**src/dfd_pkg.sv**
```systemverilog
// Shared types, constants and the byte-wide CRC-32 update for the frame deframer.
// Depends on nothing; every other file of the block but dfd_if imports it.
package dfd_pkg;

   // Frame layout and counter limits.
   localparam int unsigned HDR_BYTES   = 9;
   localparam int unsigned MIN_FRAME   = 13;
   localparam int unsigned COUNT_W     = 17;
   localparam int unsigned QUEUE_DEPTH = 2;

   localparam logic [COUNT_W-1:0] COUNT_MAX = '1;
   localparam logic [15:0]        MAX_PAYLOAD_RESET = 16'd1023;

   // CRC-32, MSB first.
   localparam logic [31:0] CRC_POLY = 32'h04C1_1DB7;
   localparam logic [31:0] CRC_INIT = 32'hFFFF_FFFF;

   // Result kinds.
   localparam logic KIND_PAYLOAD = 1'b0;
   localparam logic KIND_STATUS  = 1'b1;

   // End-of-frame status codes.
   localparam logic [1:0] STATUS_OK        = 2'd0;
   localparam logic [1:0] STATUS_TOO_SHORT = 2'd1;
   localparam logic [1:0] STATUS_CRC_BAD   = 2'd2;
   localparam logic [1:0] STATUS_LEN_BAD   = 2'd3;

   // Header slot that a byte lands in.
   localparam logic [2:0] HDR_NONE   = 3'd0;
   localparam logic [2:0] HDR_RATE   = 3'd1;
   localparam logic [2:0] HDR_INTLV  = 3'd2;
   localparam logic [2:0] HDR_SEQ    = 3'd3;
   localparam logic [2:0] HDR_OFFSET = 3'd4;
   localparam logic [2:0] HDR_LENGTH = 3'd5;

   // One classified beat handed from the front end to the back end.
   typedef struct packed {
      logic [7:0] data;
      logic       last;
      logic       crc_en;
      logic [2:0] hdr_sel;
      logic       emit;
      logic       too_short;
      logic       len_bad;
   } dfd_beat_type;

   // Feed one byte into the CRC register, one bit per step.
   function automatic logic [31:0] crc_feed(input logic [31:0] crc, input logic [7:0] b);
      logic [31:0] c;
      c = crc ^ {b, 24'd0};
      for (int k = 0; k < 8; k++) begin
         if (c[31]) begin
            c = {c[30:0], 1'b0} ^ CRC_POLY;
         end else begin
            c = {c[30:0], 1'b0};
         end
      end
      return c;
   endfunction

endpackage

```
**src/dfd_if.sv**
```systemverilog
// Valid/ready channel interfaces for the frame deframer's byte input and result output.
// Depends on nothing.
interface dfd_req_if;
   logic       valid;
   logic       ready;
   logic [7:0] in_byte;
   logic       last_byte;

   modport source (output valid, output in_byte, output last_byte, input ready);
   modport sink   (input valid, input in_byte, input last_byte, output ready);
endinterface

interface dfd_rsp_if;
   logic        valid;
   logic        ready;
   logic        kind;
   logic [7:0]  payload_byte;
   logic [1:0]  status;
   logic        rate_format;
   logic [2:0]  rate_code;
   logic [7:0]  interleave_code;
   logic [7:0]  seq_number;
   logic [31:0] message_offset;
   logic [15:0] payload_length;

   modport source (
      output valid, output kind, output payload_byte, output status,
      output rate_format, output rate_code, output interleave_code,
      output seq_number, output message_offset, output payload_length,
      input ready
   );
   modport sink (
      input valid, input kind, input payload_byte, input status,
      input rate_format, input rate_code, input interleave_code,
      input seq_number, input message_offset, input payload_length,
      output ready
   );
endinterface

```
**src/dfd_front.sv**
```systemverilog
// Front end: takes frame bytes, tracks position and length, classifies each beat.
// Depends on dfd_pkg and dfd_if.
module dfd_front (
   input  logic                  clock,
   input  logic                  reset,
   input  logic                  csr_write_enable,
   input  logic [15:0]           csr_write_data,
   dfd_req_if.sink               req,
   input  logic                  push_ready,
   output logic                  push_valid,
   output dfd_pkg::dfd_beat_type push_beat
);
   import dfd_pkg::*;

   logic [15:0]        max_payload_ff;
   logic [COUNT_W-1:0] count_ff, count_in;
   logic [15:0]        length_ff, length_in;
   logic [COUNT_W:0]   frame_len;
   logic [COUNT_W:0]   expect_len;
   logic               take;
   logic               in_payload;

   assign req.ready  = push_ready;
   assign take       = req.valid && push_ready;
   assign push_valid = req.valid;

   // The frame length the header announces, against the byte count so far.
   assign frame_len  = {1'b0, count_ff} + (COUNT_W+1)'(1);
   assign expect_len = (COUNT_W+1)'(MIN_FRAME) + (COUNT_W+1)'(length_in);

   // Length is captured big-endian from header bytes 7 and 8.
   always_comb begin
      length_in = length_ff;
      if (count_ff == COUNT_W'(7) || count_ff == COUNT_W'(8)) begin
         length_in = {length_ff[7:0], req.in_byte};
      end
   end

   assign in_payload = (count_ff >= COUNT_W'(HDR_BYTES)) &&
                       ({1'b0, count_ff} < (COUNT_W+1)'(HDR_BYTES) + (COUNT_W+1)'(length_in));

   // Classify the beat.
   always_comb begin
      push_beat.data      = req.in_byte;
      push_beat.last      = req.last_byte;
      push_beat.crc_en    = count_ff >= COUNT_W'(4);
      push_beat.emit      = !req.last_byte && in_payload && (length_in <= max_payload_ff);
      push_beat.too_short = frame_len < (COUNT_W+1)'(MIN_FRAME);
      push_beat.len_bad   = (length_in > max_payload_ff) || (expect_len != frame_len);
      if (count_ff == COUNT_W'(0)) begin
         push_beat.hdr_sel = HDR_RATE;
      end else if (count_ff == COUNT_W'(1)) begin
         push_beat.hdr_sel = HDR_INTLV;
      end else if (count_ff == COUNT_W'(2)) begin
         push_beat.hdr_sel = HDR_SEQ;
      end else if (count_ff >= COUNT_W'(3) && count_ff <= COUNT_W'(6)) begin
         push_beat.hdr_sel = HDR_OFFSET;
      end else if (count_ff == COUNT_W'(7) || count_ff == COUNT_W'(8)) begin
         push_beat.hdr_sel = HDR_LENGTH;
      end else begin
         push_beat.hdr_sel = HDR_NONE;
      end
   end

   // Saturating byte counter, cleared at the end of each frame.
   always_comb begin
      if (req.last_byte) begin
         count_in = '0;
      end else if (count_ff != COUNT_MAX) begin
         count_in = count_ff + COUNT_W'(1);
      end else begin
         count_in = count_ff;
      end
   end

   always_ff @(posedge clock) begin
      if (reset) begin
         max_payload_ff <= MAX_PAYLOAD_RESET;
         count_ff       <= '0;
         length_ff      <= '0;
      end else begin
         if (csr_write_enable) begin
            max_payload_ff <= csr_write_data;
         end
         if (take) begin
            count_ff  <= count_in;
            length_ff <= req.last_byte ? 16'd0 : length_in;
         end
      end
   end

endmodule

```
**src/dfd_queue.sv**
```systemverilog
// Two-entry queue of classified beats between the front end and the back end.
// Depends on dfd_pkg.
module dfd_queue (
   input  logic                  clock,
   input  logic                  reset,
   input  logic                  push_valid,
   output logic                  push_ready,
   input  dfd_pkg::dfd_beat_type push_beat,
   output logic                  pop_valid,
   input  logic                  pop_ready,
   output dfd_pkg::dfd_beat_type pop_beat
);
   import dfd_pkg::*;

   localparam int unsigned PTR_W = (QUEUE_DEPTH > 1) ? $clog2(QUEUE_DEPTH) : 1;
   localparam int unsigned CNT_W = $clog2(QUEUE_DEPTH + 1);

   dfd_beat_type       entry_ff [QUEUE_DEPTH];
   logic [PTR_W-1:0]   wr_ptr_ff, rd_ptr_ff;
   logic [CNT_W-1:0]   count_ff;
   logic               push, pop;

   assign push_ready = count_ff != CNT_W'(QUEUE_DEPTH);
   assign pop_valid  = count_ff != '0;
   assign pop_beat   = entry_ff[rd_ptr_ff];
   assign push       = push_valid && push_ready;
   assign pop        = pop_valid && pop_ready;

   // Storage.
   always_ff @(posedge clock) begin
      if (push) begin
         entry_ff[wr_ptr_ff] <= push_beat;
      end
   end

   // Pointers and fill level.
   always_ff @(posedge clock) begin
      if (reset) begin
         wr_ptr_ff <= '0;
         rd_ptr_ff <= '0;
         count_ff  <= '0;
      end else begin
         if (push) begin
            wr_ptr_ff <= (wr_ptr_ff == PTR_W'(QUEUE_DEPTH - 1)) ? '0 : wr_ptr_ff + PTR_W'(1);
         end
         if (pop) begin
            rd_ptr_ff <= (rd_ptr_ff == PTR_W'(QUEUE_DEPTH - 1)) ? '0 : rd_ptr_ff + PTR_W'(1);
         end
         if (push && !pop) begin
            count_ff <= count_ff + CNT_W'(1);
         end else if (pop && !push) begin
            count_ff <= count_ff - CNT_W'(1);
         end
      end
   end

endmodule

```
**src/dfd_back.sv**
```systemverilog
// Back end: header capture, CRC over delayed bytes, status decision and result register.
// Depends on dfd_pkg and dfd_if.
module dfd_back (
   input  logic                  clock,
   input  logic                  reset,
   input  logic                  pop_valid,
   output logic                  pop_ready,
   input  dfd_pkg::dfd_beat_type pop_beat,
   dfd_rsp_if.source             rsp
);
   import dfd_pkg::*;

   logic [31:0] crc_ff, crc_in;
   logic [7:0]  tail_ff [4];
   logic        rate_format_ff, rate_format_in;
   logic [2:0]  rate_code_ff, rate_code_in;
   logic [7:0]  interleave_ff, interleave_in;
   logic [7:0]  seq_ff, seq_in;
   logic [31:0] offset_ff, offset_in;
   logic [15:0] length_ff, length_in;
   logic [31:0] trailer;
   logic [1:0]  status_in;
   logic        pop;

   // Result register.
   logic        rsp_valid_ff;
   logic        kind_ff;
   logic [7:0]  payload_byte_ff;
   logic [1:0]  status_ff;
   logic        out_format_ff;
   logic [2:0]  out_code_ff;
   logic [7:0]  out_interleave_ff;
   logic [7:0]  out_seq_ff;
   logic [31:0] out_offset_ff;
   logic [15:0] out_length_ff;

   assign pop_ready = !rsp_valid_ff || rsp.ready;
   assign pop       = pop_valid && pop_ready;

   // Header fields after this beat.
   always_comb begin
      rate_format_in = rate_format_ff;
      rate_code_in   = rate_code_ff;
      interleave_in  = interleave_ff;
      seq_in         = seq_ff;
      offset_in      = offset_ff;
      length_in      = length_ff;
      case (pop_beat.hdr_sel)
         HDR_RATE: begin
            rate_format_in = pop_beat.data[7];
            rate_code_in   = pop_beat.data[6:4];
         end
         HDR_INTLV:  interleave_in = pop_beat.data;
         HDR_SEQ:    seq_in        = pop_beat.data;
         HDR_OFFSET: offset_in     = {offset_ff[23:0], pop_beat.data};
         HDR_LENGTH: length_in     = {length_ff[7:0], pop_beat.data};
         default: begin
         end
      endcase
   end

   // The oldest held byte enters the CRC; the newest four form the trailer.
   assign crc_in  = pop_beat.crc_en ? crc_feed(crc_ff, tail_ff[0]) : crc_ff;
   assign trailer = {tail_ff[1], tail_ff[2], tail_ff[3], pop_beat.data};

   // First failing check wins.
   always_comb begin
      if (pop_beat.too_short) begin
         status_in = STATUS_TOO_SHORT;
      end else if (~crc_in != trailer) begin
         status_in = STATUS_CRC_BAD;
      end else if (pop_beat.len_bad) begin
         status_in = STATUS_LEN_BAD;
      end else begin
         status_in = STATUS_OK;
      end
   end

   // Frame state, cleared after the final byte.
   always_ff @(posedge clock) begin
      if (reset || (pop && pop_beat.last)) begin
         crc_ff         <= CRC_INIT;
         tail_ff        <= '{default: 8'd0};
         rate_format_ff <= 1'b0;
         rate_code_ff   <= '0;
         interleave_ff  <= '0;
         seq_ff         <= '0;
         offset_ff      <= '0;
         length_ff      <= '0;
      end else if (pop) begin
         crc_ff         <= crc_in;
         tail_ff[0]     <= tail_ff[1];
         tail_ff[1]     <= tail_ff[2];
         tail_ff[2]     <= tail_ff[3];
         tail_ff[3]     <= pop_beat.data;
         rate_format_ff <= rate_format_in;
         rate_code_ff   <= rate_code_in;
         interleave_ff  <= interleave_in;
         seq_ff         <= seq_in;
         offset_ff      <= offset_in;
         length_ff      <= length_in;
      end
   end

   // Result valid flag.
   always_ff @(posedge clock) begin
      if (reset) begin
         rsp_valid_ff <= 1'b0;
      end else if (pop_ready) begin
         rsp_valid_ff <= pop && (pop_beat.last || pop_beat.emit);
      end
   end

   // Result payload.
   always_ff @(posedge clock) begin
      if (pop && pop_beat.last) begin
         kind_ff           <= KIND_STATUS;
         payload_byte_ff   <= '0;
         status_ff         <= status_in;
         out_format_ff     <= rate_format_in;
         out_code_ff       <= rate_code_in;
         out_interleave_ff <= interleave_in;
         out_seq_ff        <= seq_in;
         out_offset_ff     <= offset_in;
         out_length_ff     <= length_in;
      end else if (pop && pop_beat.emit) begin
         kind_ff           <= KIND_PAYLOAD;
         payload_byte_ff   <= pop_beat.data;
         status_ff         <= STATUS_OK;
         out_format_ff     <= 1'b0;
         out_code_ff       <= '0;
         out_interleave_ff <= '0;
         out_seq_ff        <= '0;
         out_offset_ff     <= '0;
         out_length_ff     <= '0;
      end
   end

   assign rsp.valid           = rsp_valid_ff;
   assign rsp.kind            = kind_ff;
   assign rsp.payload_byte    = payload_byte_ff;
   assign rsp.status          = status_ff;
   assign rsp.rate_format     = out_format_ff;
   assign rsp.rate_code       = out_code_ff;
   assign rsp.interleave_code = out_interleave_ff;
   assign rsp.seq_number      = out_seq_ff;
   assign rsp.message_offset  = out_offset_ff;
   assign rsp.payload_length  = out_length_ff;

endmodule

```
**src/data_frame_deframer_crc32.sv**
```systemverilog
// Top level of the CRC-32 checked data frame deframer.
// Depends on dfd_pkg, dfd_if, dfd_front, dfd_queue and dfd_back.
//
//   Channel | Direction | Beat contents
//   --------+-----------+-----------------------------------------------------
//   req     | in        | in_byte, last_byte
//   rsp     | out       | kind, payload_byte, status, captured header fields
//   csr     | in        | max_payload write (enable + 16-bit data)
//
// One byte is accepted per cycle while rsp is not stalled. Each byte passes
// from the front end into the two-entry queue, and the back end registers its
// result; the back end updates the CRC a whole byte at a time.
// Reset is synchronous; max_payload returns to 1023 and the frame state clears.
// A stalled rsp fills the queue, after which req.ready drops until it drains.
module data_frame_deframer_crc32 (
   input  logic        clock,
   input  logic        reset,
   input  logic        csr_write_enable,
   input  logic [15:0] csr_write_data,
   dfd_req_if.sink     req,
   dfd_rsp_if.source   rsp
);
   import dfd_pkg::*;

   dfd_beat_type push_beat, pop_beat;
   logic         push_valid, push_ready;
   logic         pop_valid, pop_ready;

   dfd_front u_front (
      .clock            (clock),
      .reset            (reset),
      .csr_write_enable (csr_write_enable),
      .csr_write_data   (csr_write_data),
      .req              (req),
      .push_ready       (push_ready),
      .push_valid       (push_valid),
      .push_beat        (push_beat)
   );

   dfd_queue u_queue (
      .clock      (clock),
      .reset      (reset),
      .push_valid (push_valid),
      .push_ready (push_ready),
      .push_beat  (push_beat),
      .pop_valid  (pop_valid),
      .pop_ready  (pop_ready),
      .pop_beat   (pop_beat)
   );

   dfd_back u_back (
      .clock     (clock),
      .reset     (reset),
      .pop_valid (pop_valid),
      .pop_ready (pop_ready),
      .pop_beat  (pop_beat),
      .rsp       (rsp)
   );

endmodule
```
**src/flat_wrapper.sv**
```systemverilog
// flat-port wrapper written by rule: the top's interface ports become plain ports
module data_frame_deframer_crc32_flat import dfd_pkg::*;
  (clock, reset, csr_write_enable, csr_write_data, req_valid, req_in_byte, req_last_byte, req_ready, rsp_valid, rsp_kind, rsp_payload_byte, rsp_status, rsp_rate_format, rsp_rate_code, rsp_interleave_code, rsp_seq_number, rsp_message_offset, rsp_payload_length, rsp_ready);
  dfd_req_if req_i ();
  dfd_rsp_if rsp_i ();
  input  logic clock;
  input  logic reset;
  input  logic csr_write_enable;
  input  logic [15:0] csr_write_data;
  input wire logic [$bits(req_i.valid)-1:0] req_valid;
  input wire logic [$bits(req_i.in_byte)-1:0] req_in_byte;
  input wire logic [$bits(req_i.last_byte)-1:0] req_last_byte;
  output wire logic [$bits(req_i.ready)-1:0] req_ready;
  output wire logic [$bits(rsp_i.valid)-1:0] rsp_valid;
  output wire logic [$bits(rsp_i.kind)-1:0] rsp_kind;
  output wire logic [$bits(rsp_i.payload_byte)-1:0] rsp_payload_byte;
  output wire logic [$bits(rsp_i.status)-1:0] rsp_status;
  output wire logic [$bits(rsp_i.rate_format)-1:0] rsp_rate_format;
  output wire logic [$bits(rsp_i.rate_code)-1:0] rsp_rate_code;
  output wire logic [$bits(rsp_i.interleave_code)-1:0] rsp_interleave_code;
  output wire logic [$bits(rsp_i.seq_number)-1:0] rsp_seq_number;
  output wire logic [$bits(rsp_i.message_offset)-1:0] rsp_message_offset;
  output wire logic [$bits(rsp_i.payload_length)-1:0] rsp_payload_length;
  input wire logic [$bits(rsp_i.ready)-1:0] rsp_ready;
  assign req_i.valid = req_valid;
  assign req_i.in_byte = req_in_byte;
  assign req_i.last_byte = req_last_byte;
  assign req_ready = req_i.ready;
  assign rsp_valid = rsp_i.valid;
  assign rsp_kind = rsp_i.kind;
  assign rsp_payload_byte = rsp_i.payload_byte;
  assign rsp_status = rsp_i.status;
  assign rsp_rate_format = rsp_i.rate_format;
  assign rsp_rate_code = rsp_i.rate_code;
  assign rsp_interleave_code = rsp_i.interleave_code;
  assign rsp_seq_number = rsp_i.seq_number;
  assign rsp_message_offset = rsp_i.message_offset;
  assign rsp_payload_length = rsp_i.payload_length;
  assign rsp_i.ready = rsp_ready;
  data_frame_deframer_crc32 u_core (.clock(clock), .reset(reset), .csr_write_enable(csr_write_enable), .csr_write_data(csr_write_data), .req(req_i), .rsp(rsp_i));
endmodule
```
**config.mk**
```make
export PLATFORM = sky130hd
export DESIGN_NAME = data_frame_deframer_crc32_flat
export DESIGN_NICKNAME = d
export VERILOG_FILES = /design/src/dfd_pkg.sv /design/src/dfd_if.sv /design/src/dfd_front.sv /design/src/dfd_queue.sv /design/src/dfd_back.sv /design/src/data_frame_deframer_crc32.sv /design/src/flat_wrapper.sv
export SDC_FILE = /design/constraint.sdc
export NUM_CORES = 1
export LEC_CHECK = 0
export ABC_AREA = 1
export BUFFER_PORTS_ARGS = -buffer_cell sky130_fd_sc_hd__clkbuf_2
export CORE_UTILIZATION = 55
export CTS_BUF_LIST = sky130_fd_sc_hd__clkbuf_8
export DETAILED_ROUTE_END_ITERATION = 8
export PLACE_DENSITY_LB_ADDON = 0.12
export REMOVE_ABC_BUFFERS = 1
export SLEW_MARGIN = 20
export SYNTH_ARGS = -nofsm -noshare
export SYNTH_HDL_FRONTEND = slang
export SYNTH_SLANG_ARGS = --single-unit
export TNS_END_PERCENT = 50
```
**constraint.sdc**
```tcl
create_clock -name clock -period 5.3 [get_ports clock]
set_input_delay 0.265 -clock clock [delete_from_list [all_inputs] [get_ports clock]]
set_output_delay 0.265 -clock clock [all_outputs]
set_load 0.005 [all_outputs]
```
==> results.txt, run 1 <==
Starting Density: 0.561
Crit path max-delay family: simple AND/OR/NAND/NOR gates
Syn Area/Cell: 7.09 um^2
Number of antenna violations at the first check in global routing: 0
Num Clock Sinks: 298
Startpoint types: register
Num CTS Buffers: 51
Drt total wl: 46800 um
Post-Synth Adder-Cell Area: 0.0317
Crit Path Category: register to register
Place WS: 0.977 ns
Pin count of the biggest net entering global routing: 86
Post-Place Cells: 2709
DRT iter0 DRCs: 1293
Slew margin rel.: 0.327
Most common cell in the netlist: nand2_1
# rows: 62
Layout cell share with drive strength beyond 1: 0.111
CTS root buffer: clkbuf_8
Top FF cell, synth: dfxtp_1
Final hold vios: 0
Setup TNS: 0 ns
Number of global-route vias before repair: 14.2k
Mux cell area share after synthesis: 0.00495
Maximum VDD drop: 0.314 mV
First-pass GRT wire length: 74200 um
Routed via count: 15.3k
Post-synth EDFFs: 102
Synth Area in Compound Gates: 0.132
Cells after synthesis: 2284
Largest family of logic cells by synthesized area: simple AND/OR/NAND/NOR gates
H-tree depth: 2
CP peak stage delay: 0.44 ns
Routability congestion estimate: 0.953
Yosys warning count: 0
Pins Over Slew Limit: 0
Io pins: 111
Ys async rst share: 0
Mapped cell area: 16200 um^2
Crit path capture type: register
CTS tree: built
Die area: 30100 um^2
Post-route minimum period: 4.39 ns
Area Overhead vs Synth: 12.8%
Max Clock Freq: 228 MHz
Top post-synthesis cells by count: 746 x nand2_1, 234 x inv_1, 211 x a21oi_1
Synth area leaders: dfxtp_1 24%, edfxtp_1 19%, nand2_1 17%
Max-Cap Viols: 0
Setup violations, final: 0
Setup ws final: 0.913 ns
Worst-path maximum fanout: 18
Top cell type's share of synthesized area: 0.242
Ant diodes: 0
Worst Path Buf+Inv: 2
Max Clock Skew: 0.0337 ns
Flops & latches, synth: 298
Slew @ Worst Pin: 1.01 ns
Worst-path clk slew: 0.06 ns
Fin util: 0.633
Final global-route overflow total: 0
DIE WIDTH: 174 um
Buffers on Ports: 110
Post-synthesis sequential area ratio: 0.431
Final #Nets: 2473
Core ar.: 28900 um^2
Post-Synth XOR/XNOR Area: 0.0162
Fin crit share: 0.828
Synth area leader: dfxtp_1
GRT Overall Usage: 0.309
RSZ-0062 raised after global routing: no
DR WL/cell: 16.6 um
Synth Area in Simple Gates: 0.301
Layout Cells excl Fill: 2826
Post-route ant nets: 0
CP most frequent cell: nand2_1
Worst path arrival time: 4.72 ns
CP Cell Sequence: inv_1, ha_1, nand3_1, nand2_2, nand3_4, inv_1, nand2_1, nand2_2, ha_1, nand2_1, nand2_1, nand4_1, or4_1, ha_1, nand2_1, o22ai_1, a2111o_1, a211oi_1
Worst skew pair latency: 0.61 ns
Critical Path RT: 5.63 ns
LEAKAGE: 0.00853 uW
Unique masters post-synth: 49
Die Ht: 174 um
Pwr Density: 533 nW/um^2
Max Buffers Root-to-Sink: 3
Status: finished, final reports clean
Via density: 5.43
DRC Markers: 0
Drt first pass iters: 5
Hold Path Class: input pin to register
Critical-path top delay cell: or4_1
DP Wirelength: 33300 um
worst reg2reg max path, delay by kind of cell (launching register included):
family | cells | cell delay (ns)
AND/OR/NAND/NOR | 10 | 1.86
buffers and inverters | 2 | 0.36
AO/OA/AOI/OAI | 3 | 0.80
flip-flops | 1 | 0.34
adder cells (fa/ha/maj) | 3 | 0.76
timing repair:
action | 4_1_cts | 5_1_grt
setup buffers | 0 | 0
hold buffers | 24 | 0
endpoints found under the hold margin | 32 | 0
gates resized for setup | 0 | 0
worst paths after layout:
check / startpoint / end / slack (ns) / depth (start not counted)
worst max-delay path: u_core.u_front.count_ff[0]$_SDFFE_PP0P_ / u_core.u_queue.entry_ff[1][2]$_DFFE_PP_ / 0.91 / 18
worst min register to register: u_core.u_back.rsp.kind$_SDFFE_PP1P_ / u_core.u_back.rsp.kind$_SDFFE_PP1P_ / 0.46 / 2
worst min-delay path: req_last_byte / u_core.u_queue.entry_ff[0][7]$_DFFE_PP_ / 0.05 / 1
worst max register to register: u_core.u_front.count_ff[0]$_SDFFE_PP0P_ / u_core.u_queue.entry_ff[1][2]$_DFFE_PP_ / 0.91 / 18
logic make-up after synthesis:
family	Yosys count
multiplexers	8
AND/OR/NAND/NOR	1172
XOR/XNOR	30
buffers and inverters	340
adder cells (fa/ha/maj)	41
AO/OA/AOI/OAI	395
flip-flops	298
flip-flops by register name (all words and copies together), names as in the netlist, 16 cells and up, named ones only:
| signal | cells |
|---|---|
| u_core.u_front.length_ff | 16 |
| u_core.u_back.length_ff | 16 |
| u_core.u_back.tail_ff | 32 |
| u_core.u_back.rsp.message_offset | 32 |
| u_core.u_back.crc_ff | 32 |
| u_core.u_front.count_ff | 17 |
| u_core.u_back.offset_ff | 32 |
| u_core.u_front.max_payload_ff | 16 |
| u_core.u_queue.entry_ff | 32 |
| u_core.u_back.rsp.payload_length | 16 |
power breakdown:
part           total [uW]  internal [uW]  switching [uW]
Combinational        4210           1270            2940
Sequential           3480           3160             326
Clock                2040           1050             988
Total                9730           5480            4250
cells in the final DEF, fill, tap and decap left out, drive strengths merged, types with 28 or more instances in the layout:
cell type  count
inv          258
a21oi        211
o21ai        120
o211ai        41
ha            41
nor2         212
dfxtp        196
edfxtp       102
nand2        764
nand3        129
clkbuf       171
xor2          28
nand4         28
cell type report:
cell class | count | area (um^2)
fill | 2692 | 10600
multi-input combinational | 1646 | 7900
sequential | 298 | 6990
timing repair buffer | 158 | 971
inverter | 247 | 931
clock buffer | 61 | 840
tap | 384 | 480
clock inverter | 32 | 159
per-layer routing:
metal  vias up  track usage  share of wire
met2       498        0.509           0.46
met5         -            0              0
met4         0        0.143          0.041
li1       7661            -              -
met1      7073        0.405           0.44
met3       115       0.0397          0.057
stage by stage:
stage	area (um^2)	total power (uW)	hold slack (ns)
after floorplan	15800	6240	0.334
after global placement	17000	7550	0.439
after detailed placement	17000	7680	0.444
after CTS	18300	9730	0.0360
after global routing	18300	10500	0.0309
final	18300	9730	0.0461
No activity file was read; power rests on OpenSTA's default activity.
==> inputs of run 2 (changes only) <==
==> constraint.sdc (replaced) <==
create_clock -name clock -period 3.95 [get_ports clock]
set_input_delay 0.1975 -clock clock [delete_from_list [all_inputs] [get_ports clock]]
set_output_delay 0.1975 -clock clock [all_outputs]
set_load 0.005 [all_outputs]
==> run 2 against run 1 <==
Against the previous run: sequential cell count unchanged; sequential power rose by 34%; worst setup slack got worse by 0.64 ns; via count up 1.4%; non-clock buffer count increased by 29; critical path type unchanged; largest cell class unchanged.
==> results.txt, run 2 (synthesized netlist as in run 1, its figures left out) <==
Hold Path Class: input pin to register
Pin count of the biggest net entering global routing: 95 (+10%)
DR WL/cell: 16.7 um (+0.95%)
Worst-path maximum fanout: 7 (-11)
Num Clock Sinks: 298 (unchanged)
Buffers on Ports: 110 (unchanged)
H-tree depth: 2 (unchanged)
LEAKAGE: 0.00876 uW (+2.8%)
Crit path capture type: register
First-pass GRT wire length: 75600 um (+1.9%)
Met3 usage: 0.0390 (-0.000658)
Critical Path RT: 4.33 ns (-1.30 ns)
Worst-path clk slew: 0.06 ns (about the same)
DP Wirelength: 34300 um (+3.1%)
Layout cell share with drive strength beyond 1: 0.128 (+0.0169)
Max Clock Skew: 0.0255 ns (-0.00825 ns)
Slew margin rel.: 0.351 (+0.0240)
DRT iter0 DRCs: 1355 (+4.8%)
Post-route ant nets: 0 (unchanged)
Number of global-route vias before repair: 14.4k (+1.3%)
Status: finished, final reports clean
Crit Path Category: register to register
Sw frac: 0.420 (-0.0170)
Pins Over Slew Limit: 0 (unchanged)
Place WS: 0.0207 ns (-0.956 ns)
Most common cell after layout, fill and taps aside: nand2_1
Fin area: 18800 um^2 (+2.7%)
M1 GR Usage: 0.421 (+0.0156)
Fin crit share: 0.932 (+0.104)
Maximum VDD drop: 0.513 mV (+63%)
GRT Overall Usage: 0.318 (+0.00874)
Pwr Density: 730 nW/um^2 (+37%)
CTS root buffer: clkbuf_8
Startpoint types: register
Met2 usage: 0.534 (+0.0251)
Drt total wl: 47800 um (+2.0%)
Placement Cell Area: 17300 um^2 (+1.4%)
Setup ws final: 0.269 ns (-0.644 ns)
Io pins: 111 (unchanged)
DIE WIDTH: 174 um (unchanged)
Combinational power share: 0.422 (-0.010)
Post-route minimum period: 3.68 ns (-0.706 ns)
Final global-route overflow total: 0 (unchanged)
DRC Markers: 0 (unchanged)
Most frequent cells in the layout: 745 x nand2_1, 240 x inv_1, 210 x a21oi_1
Setup violations, final: 0 (unchanged)
Internal power: 7950 uW (+45%)
Die area: 30100 um^2 (unchanged)
GR peak layer: met2
Core ar.: 28900 um^2 (unchanged)
Fin util: 0.650 (+0.0170)
Die Ht: 174 um (unchanged)
Final hold vios: 0 (unchanged)
Worst skew pair latency: 0.60 ns (about the same)
Reg2Reg Setup Slack: 0.27 ns (-0.64 ns)
Area Overhead vs Synth: 15.8%
Slew @ Worst Pin: 0.974 ns (-0.0360 ns)
Share of power burned in registers: 0.339 (-0.019)
Max Clock Freq: 272 MHz (+19%)
Max Buffers Root-to-Sink: 3 (unchanged)
Max-Cap Viols: 0 (unchanged)
Clock Power Share: 0.239 (+0.029)
Worst path arrival time: 4.06 ns (-0.66 ns)
RSZ-0062 raised after global routing: no
Ant diodes: 0 (unchanged)
Routability congestion estimate: 0.973 (+2.1%)
Via density: 5.45 (+0.38%)
Number of antenna violations at the first check in global routing: 0 (unchanged)
CTS tree: built
Routed via count: 15.6k (+1.4%)
Psw: 5750 uW (+35%)
Drt first pass iters: 5 (unchanged)
Starting Density: 0.561 (unchanged)
Num CTS Buffers: 50 (-2.0%)
# rows: 62 (unchanged)
Final #Nets: 2501 (+1.1%)
-- run 2: worst max-delay path: stages (launching register included) --
cell and delay (ns):
dfxtp_1 0.33, inv_1 0.12, ha_2 0.23, nand3_1 0.09, nand2_2 0.16, nand3_4 0.16, inv_1 0.11, nand2_1 0.07
nand2_2 0.09, ha_1 0.17, nand2_1 0.09, nand2_1 0.13, buf_4 0.16, nand2_1 0.06, xor2_1 0.23, ha_1 0.29
a21oi_1 0.15, nor2_1 0.05, a211oi_1 0.17, o21ai_0 0.12, nand4_1 0.09, a21oi_1 0.08, a211oi_2 0.31
-- run 2: final timing paths --
path	from	endpoint	cells past startpoint
hold reg to reg	u_core.u_back.rsp.kind$_SDFFE_PP1P_	u_core.u_back.rsp.kind$_SDFFE_PP1P_	2
setup reg to reg	u_core.u_front.count_ff[1]$_SDFFE_PP0P_	u_core.u_queue.entry_ff[0][2]$_DFFE_PP_	22
hold / removal	csr_write_enable	u_core.u_front.max_payload_ff[7]$_SDFFE_PP1P_	2
setup / recovery	u_core.u_front.count_ff[1]$_SDFFE_PP0P_	u_core.u_queue.entry_ff[0][2]$_DFFE_PP_	22
-- run 2: area by class of cell --
type,count,area [um^2]
clock inverters,32,368
clock buffers,61,840
well taps,384,480
multi-input cells,1646,7920
fillers,2635,10100
flip-flops and latches,298,6990
repair buffers,187,1230
inverters,247,931
-- run 2: layer usage --
layer / routed length [um] / part of all wire / vias up
met1: 20900 / 0.44 / 7193
li1: - / - / 7722
met2: 22500 / 0.47 / 526
met3: 2710 / 0.057 / 122
met4: 1590 / 0.033 / 0
met5: 0 / 0 / -
-- run 2: what timing repair did --
item,in CTS,in global routing
gates resized for setup,1,6
pin swaps,0,2
setup endpoints to repair,2,4
buffers inserted,0,0
hold buffers,26,0
endpoints found under the hold margin,35,0
-- run 2: through the flow --
stage	TNS (ns)	cells	hold slack, ns	power, uW
6_report	0	2855	0.0626	13700
5_1_grt	0	2855	0.0700	14700
4_1_cts	0	2855	0.0279	13700
3_5_place_dp	0	2736	0.423	10400
3_3_place_gp	0	2736	0.415	10200
2_1_floorplan	-2228.43	2191	0.267	8730
-- run 2: power by group through the flow --
stage / clock [uW] / sequential [uW] / combinational, uW
2_1_floorplan: 0 / 4620 / 4110
3_3_place_gp: 0 / 4680 / 5570
3_5_place_dp: 0 / 4710 / 5680
4_1_cts: 3330 / 4650 / 5730
5_1_grt: 3450 / 4750 / 6470
6_report: 3280 / 4650 / 5780
